==> config.mk <==
export PLATFORM = sky130hd
export DESIGN_NAME = link_retry_backoff_supervisor_flat
export DESIGN_NICKNAME = d
export VERILOG_FILES = /design/src/rtl/core/lrbs_pkg.sv /design/src/rtl/core/lrbs_if.sv /design/src/rtl/core/lrbs_cfg.sv /design/src/rtl/core/lrbs_core.sv /design/src/rtl/core/lrbs_status.sv /design/src/rtl/core/link_retry_backoff_supervisor.sv /design/src/flat_wrapper.sv
export SDC_FILE = /design/constraint.sdc
export NUM_CORES = 1
export LEC_CHECK = 0
export BUFFER_PORTS_ARGS = -buffer_cell sky130_fd_sc_hd__buf_2
export CAP_MARGIN = 20
export CORE_MARGIN = 2
export CORE_UTILIZATION = 68
export CTS_CLUSTER_DIAMETER = 60
export DETAILED_ROUTE_END_ITERATION = 8
export GPL_TIMING_DRIVEN = 0
export HOLD_SLACK_MARGIN = 0.12
export MAX_ROUTING_LAYER = met4
export PLACE_DENSITY = 0.87
export SLEW_MARGIN = 0
export SYNTH_ARGS = -nofsm -noshare
export SYNTH_HDL_FRONTEND = slang
export SYNTH_HIERARCHICAL = 1
export SYNTH_SLANG_ARGS = --single-unit
==> constraint.sdc <==
create_clock -name clock -period 14.3 [get_ports clock]
set_input_delay 2.86 -clock clock [delete_from_list [all_inputs] [get_ports clock]]
set_output_delay 2.86 -clock clock [all_outputs]
set_load 0.01 [all_outputs]
==> src/rtl/core/lrbs_pkg.sv <==
// Package for the link retry backoff supervisor.
// Holds field widths, codes, record types and the backoff delay function.
// No dependencies; every other file imports it.
`default_nettype none

package lrbs_pkg;

   localparam int MODE_W    = 3;
   localparam int REASON_W  = 8;
   localparam int ADDR_W    = 32;
   localparam int COUNT_W   = 8;
   localparam int BASE_W    = 16;
   localparam int SHIFT_W   = 3;
   localparam int QUIET_W   = 24;
   localparam int SLICE_W   = 16;
   localparam int WAIT_W    = 32;
   localparam int DELAY_W   = 24;
   localparam int SECS_W    = 15;
   localparam int CSR_IDX_W = 3;
   localparam int CSR_DAT_W = 24;

   // seconds = (remain * DIV_MUL) >> DIV_SHIFT, exact for any 24-bit remain
   localparam int DIV_SHIFT         = 34;
   localparam int MUL_W             = 25;
   localparam logic [MUL_W-1:0] DIV_MUL = 25'd17179870;
   localparam int PROD_W            = DELAY_W + MUL_W;

   localparam logic [BASE_W-1:0]  BASE_RESET  = 16'd30000;
   localparam logic [SHIFT_W-1:0] SHIFT_RESET = 3'd4;
   localparam logic [QUIET_W-1:0] QUIET_RESET = 24'd300000;
   localparam logic [SLICE_W-1:0] SLICE_RESET = 16'd5000;

   typedef enum logic [MODE_W-1:0] {
      MODE_TICK      = 3'd0,
      MODE_WAKE      = 3'd1,
      MODE_AP_START  = 3'd2,
      MODE_STA_JOIN  = 3'd3,
      MODE_STA_LEAVE = 3'd4,
      MODE_AP_STOP   = 3'd5,
      MODE_LOST      = 3'd6,
      MODE_GOT_ADDR  = 3'd7
   } mode_type;

   typedef enum logic [1:0] {
      LINK_STARTING  = 2'd0,
      LINK_AP_ONLY   = 2'd1,
      LINK_CONNECTED = 2'd2
   } link_type;

   typedef enum logic [1:0] {
      RPT_NONE      = 2'd0,
      RPT_LOST      = 2'd1,
      RPT_JOIN_FAIL = 2'd2
   } report_type;

   typedef enum logic [CSR_IDX_W-1:0] {
      CSR_STA_WANTED  = 3'd0,
      CSR_STA_ENABLED = 3'd1,
      CSR_BASE_RETRY  = 3'd2,
      CSR_MAX_SHIFT   = 3'd3,
      CSR_QUIET       = 3'd4,
      CSR_SLICE       = 3'd5
   } csr_idx_type;

   typedef struct packed {
      logic                 sta_wanted;
      logic                 sta_enabled;
      logic [BASE_W-1:0]    base_retry_ms;
      logic [SHIFT_W-1:0]   max_shift;
      logic [QUIET_W-1:0]   quiet_ms;
      logic [SLICE_W-1:0]   slice_ms;
   } cfg_type;

   typedef struct packed {
      logic [MODE_W-1:0]    mode;
      logic [REASON_W-1:0]  reason;
      logic [ADDR_W-1:0]    address;
   } item_type;

   // state snapshot after one event, before the status math
   typedef struct packed {
      logic                 connect_now;
      report_type           report;
      logic [REASON_W-1:0]  report_reason;
      link_type             link_state;
      logic [COUNT_W-1:0]   station_count;
      logic [COUNT_W-1:0]   failed_tries;
      logic [ADDR_W-1:0]    upstream_address;
      logic [WAIT_W-1:0]    waited_ms;
   } stat_type;

   typedef struct packed {
      logic                 connect_now;
      report_type           report;
      logic [REASON_W-1:0]  report_reason;
      link_type             link_state;
      logic [COUNT_W-1:0]   station_count;
      logic [COUNT_W-1:0]   failed_tries;
      logic [SECS_W-1:0]    seconds_to_next;
      logic [ADDR_W-1:0]    upstream_address;
   } rsp_type;

   // base << min(tries, max_shift), floored at quiet_ms while stations attached
   function automatic logic [DELAY_W-1:0] backoff_delay(
      input cfg_type            cfg,
      input logic [COUNT_W-1:0] tries,
      input logic [COUNT_W-1:0] stations);
      logic [SHIFT_W-1:0] sh;
      logic [DELAY_W-1:0] ms;
      sh = (tries < {{(COUNT_W-SHIFT_W){1'b0}}, cfg.max_shift}) ?
           tries[SHIFT_W-1:0] : cfg.max_shift;
      ms = {{(DELAY_W-BASE_W){1'b0}}, cfg.base_retry_ms} << sh;
      if ((stations != '0) && (ms < cfg.quiet_ms)) begin
         ms = cfg.quiet_ms;
      end
      return ms;
   endfunction

endpackage

`default_nettype wire

==> src/rtl/core/lrbs_if.sv <==
// Channel interfaces: event requests, status responses and register writes.
// Depends on lrbs_pkg for field widths.
`default_nettype none

interface lrbs_req_if import lrbs_pkg::*; ();
   logic                valid;
   logic                ready;
   logic [MODE_W-1:0]   mode;
   logic [REASON_W-1:0] reason;
   logic [ADDR_W-1:0]   address;

   modport source (output valid, mode, reason, address, input ready);
   modport sink   (input valid, mode, reason, address, output ready);
endinterface

interface lrbs_rsp_if import lrbs_pkg::*; ();
   logic                valid;
   logic                ready;
   logic                connect_now;
   logic [1:0]          report;
   logic [REASON_W-1:0] report_reason;
   logic [1:0]          link_state;
   logic [COUNT_W-1:0]  station_count;
   logic [COUNT_W-1:0]  failed_tries;
   logic [SECS_W-1:0]   seconds_to_next;
   logic [ADDR_W-1:0]   upstream_address;

   modport source (output valid, connect_now, report, report_reason, link_state,
                   station_count, failed_tries, seconds_to_next, upstream_address,
                   input ready);
   modport sink   (input valid, connect_now, report, report_reason, link_state,
                   station_count, failed_tries, seconds_to_next, upstream_address,
                   output ready);
endinterface

interface lrbs_csr_if import lrbs_pkg::*; ();
   logic                 valid;
   logic                 ready;
   logic [CSR_IDX_W-1:0] reg_index;
   logic [CSR_DAT_W-1:0] wdata;

   modport source (output valid, reg_index, wdata, input ready);
   modport sink   (input valid, reg_index, wdata, output ready);
endinterface

`default_nettype wire

==> src/rtl/core/lrbs_cfg.sv <==
// Configuration register bank, written through the csr channel.
// Depends on lrbs_pkg and lrbs_csr_if.
`default_nettype none

module lrbs_cfg import lrbs_pkg::*; (
   input  wire logic   clock,
   input  wire logic   reset,
   lrbs_csr_if.sink    csr_bus,
   output cfg_type     cfg
);

   cfg_type cfg_ff;
   cfg_type cfg_in;

   assign csr_bus.ready = 1'b1;
   assign cfg           = cfg_ff;

   always_comb begin
      cfg_in = cfg_ff;
      if (csr_bus.valid) begin
         case (csr_idx_type'(csr_bus.reg_index))
            CSR_STA_WANTED:  cfg_in.sta_wanted    = csr_bus.wdata[0];
            CSR_STA_ENABLED: cfg_in.sta_enabled   = csr_bus.wdata[0];
            CSR_BASE_RETRY:  cfg_in.base_retry_ms = csr_bus.wdata[BASE_W-1:0];
            CSR_MAX_SHIFT:   cfg_in.max_shift     = csr_bus.wdata[SHIFT_W-1:0];
            CSR_QUIET:       cfg_in.quiet_ms      = csr_bus.wdata[QUIET_W-1:0];
            CSR_SLICE:       cfg_in.slice_ms      = csr_bus.wdata[SLICE_W-1:0];
            default: ;  // writes past the register list are dropped
         endcase
      end
   end

   always_ff @(posedge clock) begin
      if (reset) begin
         cfg_ff.sta_wanted    <= 1'b0;
         cfg_ff.sta_enabled   <= 1'b1;
         cfg_ff.base_retry_ms <= BASE_RESET;
         cfg_ff.max_shift     <= SHIFT_RESET;
         cfg_ff.quiet_ms      <= QUIET_RESET;
         cfg_ff.slice_ms      <= SLICE_RESET;
      end else begin
         cfg_ff <= cfg_in;
      end
   end

endmodule

`default_nettype wire

==> src/rtl/core/lrbs_core.sv <==
// Event decode and supervisor state: link mode, stations, tries, wait time,
// force flag, held failure reason and address. Registers the post-event snapshot.
// Depends on lrbs_pkg.
`default_nettype none

module lrbs_core import lrbs_pkg::*; (
   input  wire logic     clock,
   input  wire logic     reset,
   input  wire logic     advance,
   input  wire item_type item,
   input  wire cfg_type  cfg,
   output stat_type      stat
);

   link_type            link_ff,       link_in;
   logic [COUNT_W-1:0]  stations_ff,   stations_in;
   logic [COUNT_W-1:0]  tries_ff,      tries_in;
   logic [WAIT_W-1:0]   waited_ff,     waited_in;
   logic                force_ff,      force_in;
   logic                fail_seen_ff,  fail_seen_in;
   logic [REASON_W-1:0] fail_code_ff,  fail_code_in;
   logic [ADDR_W-1:0]   held_addr_ff,  held_addr_in;
   stat_type            stat_ff,       stat_in;

   logic [WAIT_W:0]     waited_sum;
   logic [DELAY_W-1:0]  delay;
   logic                may_join;
   logic                connect;
   report_type          report;
   logic [REASON_W-1:0] rep_reason;

   assign stat = stat_ff;

   always_comb begin
      link_in      = link_ff;
      stations_in  = stations_ff;
      tries_in     = tries_ff;
      waited_in    = waited_ff;
      force_in     = force_ff;
      fail_seen_in = fail_seen_ff;
      fail_code_in = fail_code_ff;
      held_addr_in = held_addr_ff;
      connect      = 1'b0;
      report       = RPT_NONE;
      rep_reason   = '0;

      waited_sum = {1'b0, waited_ff} + {{(WAIT_W+1-SLICE_W){1'b0}}, cfg.slice_ms};
      delay      = backoff_delay(cfg, tries_ff, stations_ff);
      may_join   = cfg.sta_wanted && cfg.sta_enabled && (link_ff != LINK_CONNECTED);

      case (mode_type'(item.mode))
         MODE_TICK: begin
            waited_in = waited_sum[WAIT_W] ? '1 : waited_sum[WAIT_W-1:0];
            if (may_join &&
                (force_ff || (waited_in >= {{(WAIT_W-DELAY_W){1'b0}}, delay}))) begin
               force_in  = 1'b0;
               waited_in = '0;
               tries_in  = (tries_ff == '1) ? tries_ff : tries_ff + 1'b1;
               connect   = 1'b1;
            end
         end
         MODE_WAKE: begin
            // wake clears tries and forces, so a permitted join always goes out
            if (may_join) begin
               force_in  = 1'b0;
               waited_in = '0;
               tries_in  = {{(COUNT_W-1){1'b0}}, 1'b1};
               connect   = 1'b1;
            end else begin
               force_in  = 1'b1;
               tries_in  = '0;
            end
         end
         MODE_AP_START: begin
            if (link_ff != LINK_CONNECTED) begin
               link_in = LINK_AP_ONLY;
            end
         end
         MODE_STA_JOIN: begin
            if (stations_ff != '1) begin
               stations_in = stations_ff + 1'b1;
            end
         end
         MODE_STA_LEAVE: begin
            if (stations_ff != '0) begin
               stations_in = stations_ff - 1'b1;
            end
         end
         MODE_AP_STOP: ;
         MODE_LOST: begin
            held_addr_in = '0;
            if (link_ff == LINK_CONNECTED) begin
               link_in = LINK_AP_ONLY;
               if (cfg.sta_enabled) begin
                  report     = RPT_LOST;
                  rep_reason = item.reason;
               end
            end else if (cfg.sta_wanted && cfg.sta_enabled &&
                         (!fail_seen_ff || (item.reason != fail_code_ff))) begin
               // report a join failure only when its reason differs from the last one held
               fail_seen_in = 1'b1;
               fail_code_in = item.reason;
               report       = RPT_JOIN_FAIL;
               rep_reason   = item.reason;
            end
         end
         MODE_GOT_ADDR: begin
            held_addr_in = item.address;
            link_in      = LINK_CONNECTED;
            fail_seen_in = 1'b0;
            tries_in     = '0;
         end
         default: ;
      endcase

      stat_in.connect_now      = connect;
      stat_in.report           = report;
      stat_in.report_reason    = rep_reason;
      stat_in.link_state       = link_in;
      stat_in.station_count    = stations_in;
      stat_in.failed_tries     = tries_in;
      stat_in.upstream_address = held_addr_in;
      stat_in.waited_ms        = waited_in;
   end

   always_ff @(posedge clock) begin
      if (reset) begin
         link_ff      <= LINK_STARTING;
         stations_ff  <= '0;
         tries_ff     <= '0;
         waited_ff    <= '0;
         force_ff     <= 1'b1;
         fail_seen_ff <= 1'b0;
         fail_code_ff <= '0;
         held_addr_ff <= '0;
      end else if (advance) begin
         link_ff      <= link_in;
         stations_ff  <= stations_in;
         tries_ff     <= tries_in;
         waited_ff    <= waited_in;
         force_ff     <= force_in;
         fail_seen_ff <= fail_seen_in;
         fail_code_ff <= fail_code_in;
         held_addr_ff <= held_addr_in;
      end
   end

   always_ff @(posedge clock) begin
      if (advance) begin
         stat_ff <= stat_in;
      end
   end

endmodule

`default_nettype wire

==> src/rtl/core/lrbs_status.sv <==
// Status math: next delay and remaining ms, then whole seconds by a
// reciprocal multiply. Two payload stages ending in the response register.
// Depends on lrbs_pkg.
`default_nettype none

module lrbs_status import lrbs_pkg::*; (
   input  wire logic     clock,
   input  wire logic     load_remain,
   input  wire logic     load_out,
   input  wire stat_type stat,
   input  wire cfg_type  cfg,
   output rsp_type       rsp
);

   logic [DELAY_W-1:0] delay;
   logic [DELAY_W-1:0] remain_ff, remain_in;
   rsp_type            mid_ff,    mid_in;
   rsp_type            out_ff,    out_in;
   logic [PROD_W-1:0]  prod;

   assign rsp = out_ff;

   always_comb begin
      delay = backoff_delay(cfg, stat.failed_tries, stat.station_count);
      // delay is narrower than waited, so any positive gap fits in DELAY_W
      if ({{(WAIT_W-DELAY_W){1'b0}}, delay} > stat.waited_ms) begin
         remain_in = delay - stat.waited_ms[DELAY_W-1:0];
      end else begin
         remain_in = '0;
      end

      mid_in.connect_now      = stat.connect_now;
      mid_in.report           = stat.report;
      mid_in.report_reason    = stat.report_reason;
      mid_in.link_state       = stat.link_state;
      mid_in.station_count    = stat.station_count;
      mid_in.failed_tries     = stat.failed_tries;
      mid_in.seconds_to_next  = '0;
      mid_in.upstream_address = stat.upstream_address;
   end

   always_comb begin
      prod   = {{MUL_W{1'b0}}, remain_ff} * {{DELAY_W{1'b0}}, DIV_MUL};
      out_in = mid_ff;
      out_in.seconds_to_next = prod[DIV_SHIFT +: SECS_W];
   end

   always_ff @(posedge clock) begin
      if (load_remain) begin
         remain_ff <= remain_in;
         mid_ff    <= mid_in;
      end
      if (load_out) begin
         out_ff <= out_in;
      end
   end

endmodule

`default_nettype wire

==> src/rtl/core/link_retry_backoff_supervisor.sv <==
// Top level of the link retry backoff supervisor: input register, stage
// valid bits and flow control around lrbs_cfg, lrbs_core and lrbs_status.
// Depends on lrbs_pkg and the lrbs_*_if interfaces.
//
//   channel  | dir | beat carries
//   ---------+-----+-------------------------------------------------------
//   req_bus  | in  | mode, reason, address (one event)
//   rsp_bus  | out | connect_now, report, report_reason, link_state,
//            |     | station_count, failed_tries, seconds_to_next, address
//   csr_bus  | in  | reg_index, wdata (register write, always ready)
//
// One event per cycle sustained while rsp_bus does not stall; each event
// passes input reg -> state update -> remain -> seconds multiply.
// The state update loop in lrbs_core sets the rate.
// Reset loads cfg and state defaults, clears valid bits; no clearing pass.
// A stalled response backs up through the four stage registers, after
// which req_bus.ready drops.
`default_nettype none

module link_retry_backoff_supervisor import lrbs_pkg::*; (
   input  wire logic   clock,
   input  wire logic   reset,
   lrbs_req_if.sink    req_bus,
   lrbs_rsp_if.source  rsp_bus,
   lrbs_csr_if.sink    csr_bus
);

   cfg_type  cfg;
   item_type item_ff;
   stat_type stat;
   rsp_type  rsp;

   logic in_valid_ff,  in_valid_in;
   logic st_valid_ff,  st_valid_in;
   logic mid_valid_ff, mid_valid_in;
   logic out_valid_ff, out_valid_in;

   logic out_free, mid_free, st_free, in_free;
   logic in_adv, st_adv, mid_adv, req_fire;

   assign out_free = !out_valid_ff || rsp_bus.ready;
   assign mid_free = !mid_valid_ff || out_free;
   assign st_free  = !st_valid_ff  || mid_free;
   assign in_free  = !in_valid_ff  || st_free;

   assign in_adv   = in_valid_ff  && st_free;
   assign st_adv   = st_valid_ff  && mid_free;
   assign mid_adv  = mid_valid_ff && out_free;
   assign req_fire = req_bus.valid && in_free;

   assign req_bus.ready = in_free;

   always_comb begin
      in_valid_in  = req_fire || (in_valid_ff  && !in_adv);
      st_valid_in  = in_adv   || (st_valid_ff  && !st_adv);
      mid_valid_in = st_adv   || (mid_valid_ff && !mid_adv);
      out_valid_in = mid_adv  || (out_valid_ff && !rsp_bus.ready);
   end

   always_ff @(posedge clock) begin
      if (reset) begin
         in_valid_ff  <= 1'b0;
         st_valid_ff  <= 1'b0;
         mid_valid_ff <= 1'b0;
         out_valid_ff <= 1'b0;
      end else begin
         in_valid_ff  <= in_valid_in;
         st_valid_ff  <= st_valid_in;
         mid_valid_ff <= mid_valid_in;
         out_valid_ff <= out_valid_in;
      end
   end

   always_ff @(posedge clock) begin
      if (req_fire) begin
         item_ff.mode    <= req_bus.mode;
         item_ff.reason  <= req_bus.reason;
         item_ff.address <= req_bus.address;
      end
   end

   lrbs_cfg u_cfg (
      .clock   (clock),
      .reset   (reset),
      .csr_bus (csr_bus),
      .cfg     (cfg)
   );

   lrbs_core u_core (
      .clock   (clock),
      .reset   (reset),
      .advance (in_adv),
      .item    (item_ff),
      .cfg     (cfg),
      .stat    (stat)
   );

   lrbs_status u_status (
      .clock       (clock),
      .load_remain (st_adv),
      .load_out    (mid_adv),
      .stat        (stat),
      .cfg         (cfg),
      .rsp         (rsp)
   );

   assign rsp_bus.valid            = out_valid_ff;
   assign rsp_bus.connect_now      = rsp.connect_now;
   assign rsp_bus.report           = rsp.report;
   assign rsp_bus.report_reason    = rsp.report_reason;
   assign rsp_bus.link_state       = rsp.link_state;
   assign rsp_bus.station_count    = rsp.station_count;
   assign rsp_bus.failed_tries     = rsp.failed_tries;
   assign rsp_bus.seconds_to_next  = rsp.seconds_to_next;
   assign rsp_bus.upstream_address = rsp.upstream_address;

endmodule

`default_nettype wire

==> src/flat_wrapper.sv <==
// flat-port wrapper written by rule: the top's interface ports become plain ports
module link_retry_backoff_supervisor_flat import lrbs_pkg::*;
  (clock, reset, req_bus_valid, req_bus_mode, req_bus_reason, req_bus_address, req_bus_ready, rsp_bus_valid, rsp_bus_connect_now, rsp_bus_report, rsp_bus_report_reason, rsp_bus_link_state, rsp_bus_station_count, rsp_bus_failed_tries, rsp_bus_seconds_to_next, rsp_bus_upstream_address, rsp_bus_ready, csr_bus_valid, csr_bus_reg_index, csr_bus_wdata, csr_bus_ready);
  lrbs_req_if req_bus_i ();
  lrbs_rsp_if rsp_bus_i ();
  lrbs_csr_if csr_bus_i ();
  input  wire logic clock;
  input  wire logic reset;
  input wire logic [$bits(req_bus_i.valid)-1:0] req_bus_valid;
  input wire logic [$bits(req_bus_i.mode)-1:0] req_bus_mode;
  input wire logic [$bits(req_bus_i.reason)-1:0] req_bus_reason;
  input wire logic [$bits(req_bus_i.address)-1:0] req_bus_address;
  output wire logic [$bits(req_bus_i.ready)-1:0] req_bus_ready;
  output wire logic [$bits(rsp_bus_i.valid)-1:0] rsp_bus_valid;
  output wire logic [$bits(rsp_bus_i.connect_now)-1:0] rsp_bus_connect_now;
  output wire logic [$bits(rsp_bus_i.report)-1:0] rsp_bus_report;
  output wire logic [$bits(rsp_bus_i.report_reason)-1:0] rsp_bus_report_reason;
  output wire logic [$bits(rsp_bus_i.link_state)-1:0] rsp_bus_link_state;
  output wire logic [$bits(rsp_bus_i.station_count)-1:0] rsp_bus_station_count;
  output wire logic [$bits(rsp_bus_i.failed_tries)-1:0] rsp_bus_failed_tries;
  output wire logic [$bits(rsp_bus_i.seconds_to_next)-1:0] rsp_bus_seconds_to_next;
  output wire logic [$bits(rsp_bus_i.upstream_address)-1:0] rsp_bus_upstream_address;
  input wire logic [$bits(rsp_bus_i.ready)-1:0] rsp_bus_ready;
  input wire logic [$bits(csr_bus_i.valid)-1:0] csr_bus_valid;
  input wire logic [$bits(csr_bus_i.reg_index)-1:0] csr_bus_reg_index;
  input wire logic [$bits(csr_bus_i.wdata)-1:0] csr_bus_wdata;
  output wire logic [$bits(csr_bus_i.ready)-1:0] csr_bus_ready;
  assign req_bus_i.valid = req_bus_valid;
  assign req_bus_i.mode = req_bus_mode;
  assign req_bus_i.reason = req_bus_reason;
  assign req_bus_i.address = req_bus_address;
  assign req_bus_ready = req_bus_i.ready;
  assign rsp_bus_valid = rsp_bus_i.valid;
  assign rsp_bus_connect_now = rsp_bus_i.connect_now;
  assign rsp_bus_report = rsp_bus_i.report;
  assign rsp_bus_report_reason = rsp_bus_i.report_reason;
  assign rsp_bus_link_state = rsp_bus_i.link_state;
  assign rsp_bus_station_count = rsp_bus_i.station_count;
  assign rsp_bus_failed_tries = rsp_bus_i.failed_tries;
  assign rsp_bus_seconds_to_next = rsp_bus_i.seconds_to_next;
  assign rsp_bus_upstream_address = rsp_bus_i.upstream_address;
  assign rsp_bus_i.ready = rsp_bus_ready;
  assign csr_bus_i.valid = csr_bus_valid;
  assign csr_bus_i.reg_index = csr_bus_reg_index;
  assign csr_bus_i.wdata = csr_bus_wdata;
  assign csr_bus_ready = csr_bus_i.ready;
  link_retry_backoff_supervisor u_core (.clock(clock), .reset(reset), .req_bus(req_bus_i), .rsp_bus(rsp_bus_i), .csr_bus(csr_bus_i));
endmodule
==> results.sh <==
export IMPL_run_status="finished clean"
export IMPL_synth_simple_area_share_pct=11.5
export IMPL_n_antenna_cell=0
export IMPL_layout_drive_gt1_share_pct=11.2
export IMPL_netlist_area_um2=32400
export IMPL_root_buffer="clkbuf_16"
export IMPL_placed_cells=3823
export IMPL_n_fill_cell=2966
export IMPL_synthArstFlopShare_pct=0
export IMPL_endpoint_kind="register"
export IMPL_power_density_nw_per_um2=125
export IMPL_worstHoldStart="u_core/u_status/mid_ff[54]$_DFFE_PP_"
export IMPL_cp_slowest_cell="dfxtp_1"
export IMPL_die_h_um=222
export IMPL_synthAdderAreaFrac_pct=25.3
export IMPL_synth_top_family_by_area="adder cells"
export IMPL_clk_pin_slew_worst_paths_ps=60
export IMPL_grt_pass1_wl_mm=136
export IMPL_synth_edf_count=297
export IMPL_grt_use_total_pct=36.3
export IMPL_grt_pass1_vias=25200
export IMPL_syn_avg_cell_area_um2=10.6
export IMPL_leakage_nw=16.1
export IMPL_routed_top_layer="met4"
export IMPL_syn_inst=3062
export IMPL_finalCritPeriodShare_pct=64.5
export IMPL_place_congestion=0.986
export IMPL_synth_fp_nets=3685
export IMPL_dp_final_hpwl_mm=65.2
export IMPL_route_detailed_drc=0
export IMPL_switchingPower_w=0.00159
export IMPL_dieArea_um2=49400
export IMPL_max_cap_violations=0
export IMPL_crit_start="u_core/u_cfg/cfg[42]$_SDFFE_PP1P_"
export IMPL_synth_flop_cell="edfxtp_1"
export IMPL_power_frac_seq_pct=33.2
export IMPL_wl_met2_mm=42.2
export IMPL_fmax_mhz=108
export IMPL_cp_required_ps=14610
export IMPL_multiInputGateArea_um2=18200
export IMPL_worstSetupPathType="reg -> reg"
export IMPL_grt_overflow=0
export IMPL_clkLatencyLatePin_ps=620
export IMPL_ir_drop_mv=0.116
export IMPL_cts_buffers=50
export IMPL_route_detailed_wl_per_inst_um=21.8
export IMPL_seq_area_um2=12100
export IMPL_r2r_start="u_core/u_cfg/cfg[42]$_SDFFE_PP1P_"
export IMPL_crit_path_start_kind="register"
export IMPL_clkPwrFrac_pct=30.1
export IMPL_hold_viol=0
export IMPL_holdBufCountCts=0
export IMPL_synthMuxAreaShare_pct=6.93
export IMPL_combPwrFrac_pct=36.6
export IMPL_wl_mm=85.5
export IMPL_synth_compound_area_share_pct=10.9
export IMPL_setup_tns_ps=0
export IMPL_synth_xor_area_share_pct=1.60
export IMPL_yosysSeqAreaShare_pct=37.3
export IMPL_critPathMaxStageDelay_ps=630
export IMPL_dr_pass1_iters=8
export IMPL_io_pins=154
export IMPL_nNetsFinal=3891
export IMPL_antenna_found_initial=0
export IMPL_cts_tree="done"
export IMPL_synth_distinct_cells=105
export IMPL_cpMostUsedCell="a21oi_1"
export IMPL_cts_buffer_depth=3
export IMPL_drv_slew=0
export IMPL_ys_warnings_count=6
export IMPL_clock_sinks=454
export IMPL_ys_ff_latch=454
export IMPL_fin_crit_ps=9220
export IMPL_finClkSkew_ps=45.2
export IMPL_detail_route_iter0_violations=2430
export IMPL_worst_slew_pin_transition_ps=824
export IMPL_intPower_w=0.00288
export IMPL_vias_per_cell=6.23
export IMPL_rows=79
export IMPL_syn2layout_area_growth_pct=10.4
export IMPL_setup_viol=0
export IMPL_port_buffers=149
export IMPL_relSlewSlack_pct=44.7
export IMPL_cts_setup_buffers=0
export IMPL_arrival_ps=9530
export IMPL_vias=24400
export IMPL_wl_met3_mm=5.20
export IMPL_start_util_pct=69.2
export IMPL_hp_class="reg -> reg"
export IMPL_worstPathMaxFanout=10
export IMPL_grt_setup_unrepaired="no"
export IMPL_die_w_um=222
export IMPL_h_tree_depth=2
export IMPL_swShare_pct=35.6
export IMPL_instances_no_fill=3917
export IMPL_post_cts_resized=0
export IMPL_core_area_um2=46800
export IMPL_drt_met1_wl_mm=33.9
export IMPL_grt_max_degree=73
export IMPL_ant_nets=0
## power groups by stage
stage	clock network [W]	registers [W]	logic (W)
final	0.00135	0.00149	0.00164
after global routing	0.00140	0.00149	0.00183
after CTS	0.00135	0.00148	0.00162
after detailed placement	0	0.00151	0.00160
after global placement	0	0.00151	0.00152
after floorplan	0	0.00150	0.00118
## worst paths after layout
path / cells after the start / endpoint / slack (ps)
hold reg to reg: 0 / u_core/u_status/rsp[54]$_DFFE_PP_ / 400
setup / recovery: 33 / u_core/u_core/stat[0]$_DFFE_PP_ / 5080
setup reg to reg: 33 / u_core/u_core/stat[0]$_DFFE_PP_ / 5080
hold / removal: 0 / u_core/u_status/rsp[54]$_DFFE_PP_ / 400
## layer usage
layer	track usage [%]	vias to the layer above
met4	16.4	0
met5	-	-
met2	61.2	1074
li1	-	11200
met3	4.01	254
met1	44.2	11900
## kinds of logic after synthesis
family                     count (synthesis)
buffers and inverters                    517
xor gates and xnor gates                  59
other                                      1
adders and majority gates                548
AOI/OAI and AO/OA                        510
muxes                                    215
DFF                                      454
and+or+nand+nor                          758
## metrics by stage
stage	total power [W]	cell area, µm²	setup WS, ps	hold WS (ps)	utilization, %
6_report	0.00447	35700	5080	395	76.4
5_1_grt	0.00472	35700	4570	404	76.4
4_1_cts	0.00446	35700	5300	400	76.4
3_5_place_dp	0.00311	34000	5400	405	72.7
3_3_place_gp	0.00304	33900	4920	401	72.5
2_1_floorplan	0.00268	32400	7040	400	-
## critical path: cells and delay by family, from the launching register on
family	cells	cell delay, ps
multiplexers	4	1050
buffers and inverters	5	1320
AND/OR/NAND/NOR	7	1920
flip-flops	1	630
AO/OA/AOI/OAI	14	3170
adder cells (fa/ha/maj)	3	810
## cell type report
| cell class | count | share of cell area [%] |
|---|---|---|
| multi-input cells | 2091 | 51.0 |
| clock buffers | 56 | 3.59 |
| flip-flops and latches | 454 | 33.8 |
| inverters | 405 | 4.25 |
| clock inverters | 38 | 1.27 |
| repair buffers | 154 | 2.39 |
| plain buffers | 112 | 1.60 |
| well taps | 607 | 2.13 |
## registers in the layout (all words and copies together) (netlist names), 2 cells and up
register / cells
u_core/u_core/held_addr_ff: 32
u_core/u_status/rsp: 76
u_core/u_core/waited_ff: 32
u_core/u_cfg/cfg: 61
u_core/item_ff: 43
u_core/u_core/link_ff: 2
u_core/u_core/tries_ff: 8
u_core/u_status/remain_ff: 24
u_core/u_core/fail_code_ff: 8
u_core/u_status/mid_ff: 61
u_core/u_core/stations_ff: 8
u_core/u_core/stat: 93
## layout by cell type, fill, tap and decap left out, drive strengths merged, types with 18 or more instances in the layout
master	count
a211oi	18
a21o	43
a21oi	136
a311oi	38
and2	26
buf	198
clkbuf	124
clkinv	22
dfxtp	157
edfxtp	297
fa	177
ha	371
inv	412
mux2	46
mux2i	169
nand2	216
nand2b	81
nand3	76
nand4	23
nor2	194
nor3	39
o21ai	102
xnor2	33
xor2	26
## Yosys cell counts (9+ instances only)
| library cell | number | area [µm²] |
|---|---|---|
| buf_2 | 26 | 130 |
| a211oi_1 | 18 | 135 |
| a32o_1 | 16 | 160 |
| fa_1 | 177 | 3540 |
| and2_1 | 24 | 150 |
| dfxtp_1 | 157 | 3140 |
| a311oi_1 | 38 | 333 |
| a21o_1 | 43 | 323 |
| nand2_1 | 216 | 811 |
| a41oi_1 | 9 | 78.8 |
| and4_1 | 10 | 87.6 |
| nor3_1 | 39 | 195 |
| nand3_1 | 75 | 375 |
| clkbuf_1 | 67 | 251 |
| mux2_2 | 36 | 405 |
| edfxtp_1 | 297 | 8920 |
| inv_1 | 403 | 1510 |
| a22o_1 | 17 | 149 |
| xor2_1 | 26 | 228 |
| o211ai_1 | 14 | 105 |
| a21oi_1 | 129 | 646 |
| mux2i_1 | 167 | 1670 |
| buf_6 | 10 | 113 |
| nor2b_1 | 12 | 75.1 |
| o21ai_0 | 93 | 465 |
| nor4_1 | 11 | 68.8 |
| o21bai_1 | 10 | 75.1 |
| a31oi_1 | 13 | 81.3 |
| o31ai_1 | 9 | 67.6 |
| ha_1 | 371 | 4640 |
| nor2_1 | 194 | 728 |
| or2_2 | 9 | 56.3 |
| nand4_1 | 23 | 144 |
| and3_1 | 17 | 106 |
| nand2b_1 | 81 | 507 |
| o21a_1 | 16 | 120 |
| xnor2_1 | 33 | 289 |
Power figures use the tool's default switching activity.
